File: src/rtl/core/vdrh_pkg.sv
// shared types, register indexes and bin rounding for the v-disparity row histogram
// no dependencies
package vdrh_pkg;

  localparam int unsigned CountW = 12;
  localparam int unsigned IdxW   = 6;
  localparam int unsigned ScaleW = 24;

  typedef logic [CountW-1:0] count_t;

  localparam logic RegTopBin     = 1'b0;
  localparam logic RegLevelScale = 1'b1;

  typedef struct packed {
    logic shift;
    logic clear;
  } cell_ctrl_t;

  typedef enum logic {
    StIdle,
    StRead
  } state_e;

  // round raw/16 to nearest, ties to even
  function automatic count_t round_bin(input logic [14:0] raw);
    logic [10:0] q;
    logic [3:0]  r;
    logic        up;
    q  = raw[14:4];
    r  = raw[3:0];
    up = (r > 4'd8) || ((r == 4'd8) && q[0]);
    return {1'b0, q} + {11'd0, up};
  endfunction

endpackage

File: src/rtl/core/v_disparity_row_histogram.sv
// v-disparity row histogram top level: pixel binning, counter chain, readout
// depends on vdrh_pkg and vdrh_cell
// While a row streams in, the block takes one pixel per clock: each pixel with
// positive disparity is binned and the matching cell of the counter chain
// increments in that cycle. The pixel that carries end_of_row is counted, then
// input ready drops and the chain shifts toward its head one bin per cycle,
// giving top_bin+1 results (top_bin limited to BINS-1) at one per cycle when
// the output is not stalled, from the single output port at the chain head.
// All counters are zero when ready rises.
module v_disparity_row_histogram #(
  parameter int unsigned BINS    = 64,
  parameter int unsigned MAX_ROW = 2048
) (
  input  logic               clk_i,
  input  logic               rst_ni,
  input  logic               cfg_we_i,
  input  logic               cfg_index_i,
  input  logic [23:0]        cfg_data_i,
  input  logic               in_valid_i,
  output logic               in_ready_o,
  input  logic signed [15:0] disparity_raw_i,
  input  logic               end_of_row_i,
  output logic               out_valid_o,
  input  logic               out_ready_i,
  output logic [5:0]         bin_index_o,
  output logic [11:0]        bin_count_o,
  output logic [7:0]         bin_level_o,
  output logic               last_bin_o
);

  localparam logic [11:0] CountMax = (MAX_ROW < 4095) ? 12'(MAX_ROW) : 12'd4095;
  localparam logic [5:0]  TopMax   = 6'(BINS - 1);

  logic [5:0]  top_bin_q;
  logic [23:0] level_scale_q;

  always_ff @(posedge clk_i or negedge rst_ni) begin
    if (!rst_ni) begin
      top_bin_q     <= 6'd63;
      level_scale_q <= 24'd16320;
    end else if (cfg_we_i) begin
      unique case (cfg_index_i)
        vdrh_pkg::RegTopBin:     top_bin_q     <= cfg_data_i[5:0];
        vdrh_pkg::RegLevelScale: level_scale_q <= cfg_data_i;
        default: ;
      endcase
    end
  end

  logic [5:0] top_eff;
  assign top_eff = (top_bin_q > TopMax) ? TopMax : top_bin_q;

  vdrh_pkg::state_e state_q, state_d;
  logic             rd_active;
  logic             in_acc;
  logic             advance;
  logic             last_now;
  logic [5:0]       idx_q;

  assign in_acc   = in_valid_i && in_ready_o;
  assign advance  = !out_valid_o || out_ready_i;
  assign last_now = (idx_q == top_eff);

  always_comb begin
    state_d = state_q;
    unique case (state_q)
      vdrh_pkg::StIdle: if (in_acc && end_of_row_i) state_d = vdrh_pkg::StRead;
      vdrh_pkg::StRead: if (advance && last_now) state_d = vdrh_pkg::StIdle;
      default:          state_d = vdrh_pkg::StIdle;
    endcase
  end

  always_comb begin
    in_ready_o = 1'b0;
    rd_active  = 1'b0;
    unique case (state_q)
      vdrh_pkg::StIdle: in_ready_o = 1'b1;
      vdrh_pkg::StRead: rd_active  = 1'b1;
      default:          in_ready_o = 1'b0;
    endcase
  end

  always_ff @(posedge clk_i or negedge rst_ni) begin
    if (!rst_ni) begin
      state_q <= vdrh_pkg::StIdle;
      idx_q   <= '0;
    end else begin
      state_q <= state_d;
      if (!rd_active) begin
        idx_q <= '0;
      end else if (advance) begin
        idx_q <= idx_q + 6'd1;
      end
    end
  end

  // pixel binning
  logic             pix_ok;
  vdrh_pkg::count_t bin_raw;
  vdrh_pkg::count_t bin_sel;

  assign pix_ok  = !disparity_raw_i[15] && (disparity_raw_i != 16'sd0);
  assign bin_raw = vdrh_pkg::round_bin(disparity_raw_i[14:0]);
  assign bin_sel = (bin_raw > {6'd0, top_eff}) ? {6'd0, top_eff} : bin_raw;

  vdrh_pkg::cell_ctrl_t ctrl;
  assign ctrl.shift = rd_active && advance && !last_now;
  assign ctrl.clear = rd_active && advance && last_now;

  vdrh_pkg::count_t cnt [BINS];

  for (genvar i = 0; i < BINS; i++) begin : g_cell
    localparam logic [11:0] CellIdx = 12'(i);
    logic             hit;
    vdrh_pkg::count_t nxt;
    assign hit = in_acc && pix_ok && (bin_sel == CellIdx);
    if (i == BINS - 1) begin : g_tail
      assign nxt = '0;
    end else begin : g_link
      assign nxt = cnt[i+1];
    end
    vdrh_cell #(
      .CountMax (CountMax)
    ) u_cell (
      .clk_i   (clk_i),
      .rst_ni  (rst_ni),
      .ctrl_i  (ctrl),
      .hit_i   (hit),
      .count_i (nxt),
      .count_o (cnt[i])
    );
  end

  // level from the chain head
  logic [35:0] prod;
  logic [19:0] scaled;
  logic [7:0]  level;
  assign prod   = {24'd0, cnt[0]} * {12'd0, level_scale_q};
  assign scaled = prod[35:16];
  assign level  = (|scaled[19:8]) ? 8'd255 : scaled[7:0];

  logic        out_valid_q;
  logic        load;
  logic [5:0]  idx_out_q;
  logic [11:0] count_out_q;
  logic [7:0]  level_out_q;
  logic        last_out_q;

  assign load = rd_active && advance;

  always_ff @(posedge clk_i or negedge rst_ni) begin
    if (!rst_ni) begin
      out_valid_q <= 1'b0;
    end else if (load) begin
      out_valid_q <= 1'b1;
    end else if (out_ready_i) begin
      out_valid_q <= 1'b0;
    end
  end

  always_ff @(posedge clk_i) begin
    if (load) begin
      idx_out_q   <= idx_q;
      count_out_q <= cnt[0];
      level_out_q <= level;
      last_out_q  <= last_now;
    end
  end

  assign out_valid_o = out_valid_q;
  assign bin_index_o = idx_out_q;
  assign bin_count_o = count_out_q;
  assign bin_level_o = level_out_q;
  assign last_bin_o  = last_out_q;

endmodule

File: src/rtl/core/vdrh_cell.sv
// one saturating bin counter of the histogram chain
// depends on vdrh_pkg
module vdrh_cell #(
  parameter logic [11:0] CountMax = 12'd2048
) (
  input  logic                 clk_i,
  input  logic                 rst_ni,
  input  vdrh_pkg::cell_ctrl_t ctrl_i,
  input  logic                 hit_i,
  input  vdrh_pkg::count_t     count_i,
  output vdrh_pkg::count_t     count_o
);

  vdrh_pkg::count_t count_q, count_d;

  always_comb begin
    count_d = count_q;
    priority if (ctrl_i.clear) begin
      count_d = '0;
    end else if (ctrl_i.shift) begin
      count_d = count_i;
    end else if (hit_i && (count_q < CountMax)) begin
      count_d = count_q + 12'd1;
    end
  end

  always_ff @(posedge clk_i or negedge rst_ni) begin
    if (!rst_ni) begin
      count_q <= '0;
    end else begin
      count_q <= count_d;
    end
  end

  assign count_o = count_q;

endmodule

File: config.mk
export PLATFORM = sky130hd
export DESIGN_NAME = v_disparity_row_histogram
export DESIGN_NICKNAME = d
export VERILOG_FILES = /design/src/rtl/core/vdrh_pkg.sv /design/src/rtl/core/v_disparity_row_histogram.sv /design/src/rtl/core/vdrh_cell.sv
export SDC_FILE = /design/constraint.sdc
export NUM_CORES = 2
export LEC_CHECK = 0
export ABC_CLOCK_PERIOD_IN_PS = 22900
export BUFFER_PORTS_ARGS = -buffer_cell sky130_fd_sc_hd__buf_2
export CAP_MARGIN = 20
export CORE_ASPECT_RATIO = 1.1
export CORE_MARGIN = 2
export CORE_UTILIZATION = 55
export DETAILED_ROUTE_END_ITERATION = 12
export PLACE_DENSITY = 0.73
export SETUP_SLACK_MARGIN = 0.15
export SLEW_MARGIN = 5
export SYNTH_ARGS = -nofsm -noshare
export SYNTH_HDL_FRONTEND = slang
export SYNTH_HIERARCHICAL = 1
export SYNTH_SLANG_ARGS = --single-unit
File: constraint.sdc
create_clock -name clk_i -period 22.9 [get_ports clk_i]
set_input_delay 4.58 -clock clk_i [delete_from_list [all_inputs] [get_ports clk_i]]
set_output_delay 4.58 -clock clk_i [all_outputs]
set_load 0.03 [all_outputs]
==> impl_metrics.tcl <==
set metrics [dict create \
    hold_buffers 0 \
    fin_skew_ns 0.0322 \
    rsz0062_at_grt "no" \
    tns_ns 0 \
    clock-sinks 833 \
    finalMaxSlewViolations 0 \
    maxCapViolations 0 \
    ioPinCount 76 \
    synth_top_area_cell "dfrtp_1" \
    grt_pass1_vias 46221 \
    crit_path_end_kind "flop" \
    fmax_mhz 114 \
    multi_input_area_um2 35000 \
    cp.arrival_ns 9.32 \
    synth_top_area_share_pct 33.9 \
    setup_ws_ns 14.15 \
    grt_pass1_wl_mm 237 \
    drtAntennaViolNets 0 \
    grt_start_max_net_pins 210 \
    highest_layer "met5" \
    clk_latency_ns 0.70 \
    dp.final_hpwl_mm 96.4 \
    yosys.area_share.simple_pct 23.1 \
    synth_compound_area_share_pct 13.1 \
    cp.required_ns 23.47 \
    h-tree-depth 3 \
    post-place-ws_ns 13.49 \
    status "complete, no violations" \
    start_util_pct 55.4 \
    grt_usage_pct 26.0 \
    max_slew_margin_pct 20.0 \
    overflow 0 \
    layout-drive-gt1-share_pct 11.2 \
    root_buffer "clkbuf_16" \
    yosysWarnings 6 \
    dp.cells 7699 \
    drc_errors 0 \
    syn_avg_cell_area_um2 9.05 \
    cts_tree "done" \
    routed-wl-met2_mm 66.6 \
    finalHoldViolations 0 \
    setup_violations 0 \
    port_buffers 75 \
    final-instance-count-excl-fill 7881 \
    synthDistinctLibCells 68 \
    antenna_found_initial 2 \
    synth_area_leaders "dfrtp_1 (34%), fa_1 (7.5%), nand2_1 (6.9%)" \
    dr.pass1.iters 6 \
    die_height_um 346 \
    die_area_um2 109000 \
    placed_area_um2 59900 \
    cts_setup_buffers 0 \
    synth_area_um2 58400 \
    nets 6811 \
    synth_ff_type "dfrtp_1" \
    synthCells 6453 \
    synthAdderAreaFrac_pct 10.5 \
    seqCellArea_um2 21000 \
    synthMuxAreaShare_pct 3.05 \
    worstSetupStartpointType "input pin" \
    async_reset_ff_share_pct 96.8 \
    period_needed_ns 8.75 \
    ys_ff_latch 833 \
    synth_edf_count 27 \
    finalCritPeriodShare_pct 38.2 \
    hp-class "flop to flop" \
    synth_top_family_by_area "simple AND/OR/NAND/NOR gates" \
    ctsResizeCount 0 \
    tightest_slew_ns 1.19 \
    crit_type "input pin to flop" \
    wl_per_cell_um 18.0 \
    fp-row-count 125 \
    core_area_um2 105000 \
    area_delta_synth_final_pct 8.28 \
    dieWidth_um 315 \
    ys_seq_area_share_pct 35.9 \
    drtIter0Drc 3878 \
    stdcell_area_um2 63300 \
    routabilityCongestion 0.913 \
    n_antenna_cell 0 \
    ctsLongestPathBuffers 3 \
    cts_buffers 95 \
    totalWireLength_mm 142 \
    wl_met3_mm 7.47 \
    m1WireLength_mm 64.2 \
    worst-path-max-fanout 33 \
    n_fill_cell 8970 \
    routed-via-count 46501 \
    routed_via_density 5.90 \
    synthXorXnorAreaFrac_pct 10.0 \
    clk_pin_slew_ns 0.06 \
]
## metrics by stage
step	util [%]	hold slack, ns
after CTS	59.9	0.526
final	60.0	0.531
after global routing	60.0	0.552
after floorplan	-	0.476
after global placement	56.8	0.502
after detailed placement	56.8	0.524
## flip-flops by register name (all words and copies together), names as in the netlist
name and flops:
g_cell.u_cell/count_o 768, level_scale_q 24, bin_count_o 12, bin_level_o 8, bin_index_o 6, idx_q 6
top_bin_q 6, last_bin_o 1, out_valid_o 1, state_q 1
## critical path, stage by stage
cell	delay, ns
buf_2	0.11
and2_1	0.20
ha_1	0.23
xor2_1	0.32
ha_1	0.31
o21a_1	0.11
o21a_1	0.16
o21a_1	0.16
o21a_1	0.18
o32a_2	0.44
or4_1	0.71
a22oi_1	0.74
nand3b_1	0.39
nor3_1	0.32
xnor2_1	0.11
a211oi_1	0.24
## cell usage after synthesis, types with 66 or more instances
cell type and number:
nand3_1 78, o31a_1 66, nand4_1 151, a21oi_1 359, and2_1 114, xor2_1 332, mux2_2 154, dfrtp_1 792
ha_1 142, nor3_1 204, o21bai_1 68, clkbuf_1 139, fa_1 219, xnor2_1 338, inv_1 302, nor2_1 625
buf_2 68, nand2_1 1074, nor2b_1 67, a211oi_1 325
## cell families after synthesis
group | count (synthesis)
and+or+nand+nor | 2681
AOI/OAI and AO/OA | 1107
DFF | 833
xor gates and xnor gates | 670
buffers and inverters | 641
adders and majority gates | 361
muxes | 159
other | 1
## final timing paths
path,from,to,slack [ns],cells past startpoint
setup / recovery,disparity_raw_i[4],g_cell[63].u_cell/count_o[8],14.15,16
hold / removal,idx_q[5],bin_index_o[5],0.53,0
setup reg to reg,g_cell[0].u_cell/count_o[8],bin_level_o[1],15.85,18
hold reg to reg,idx_q[5],bin_index_o[5],0.53,0
max in group asynchronous,rst_ni,g_cell[25].u_cell/count_o[4],15.91,4
min in group asynchronous,rst_ni,g_cell[10].u_cell/count_o[4],3.94,1
## cell type report
cell class	count	share of cell area, %
clock inverters	44	0.914
inverters	367	2.18
flip-flops and latches	833	33.2
repair buffers	116	1.32
clock buffers	134	4.31
multi-input cells	4990	55.3
well taps	1397	2.76
## placed cells by master, fill, tap and decap left out, drive strengths merged, types with 154 or more instances in the layout
master	count
a211oi	390
a21oi	361
dfrtp	792
fa	219
inv	307
mux2	154
nand2	1074
nand4	215
nor2	625
nor3	204
xnor2	338
xor2	332
## metal layers
metal / up-vias / GRT usage (%)
met2: 1156 / 42.0
met5: - / 0
met4: 2 / 7.33
li1: 22184 / -
met3: 222 / 3.59
met1: 22937 / 36.6
Power is not shown: default switching activity piles up to over one toggle a cycle in this logic, so the estimate is an artifact.
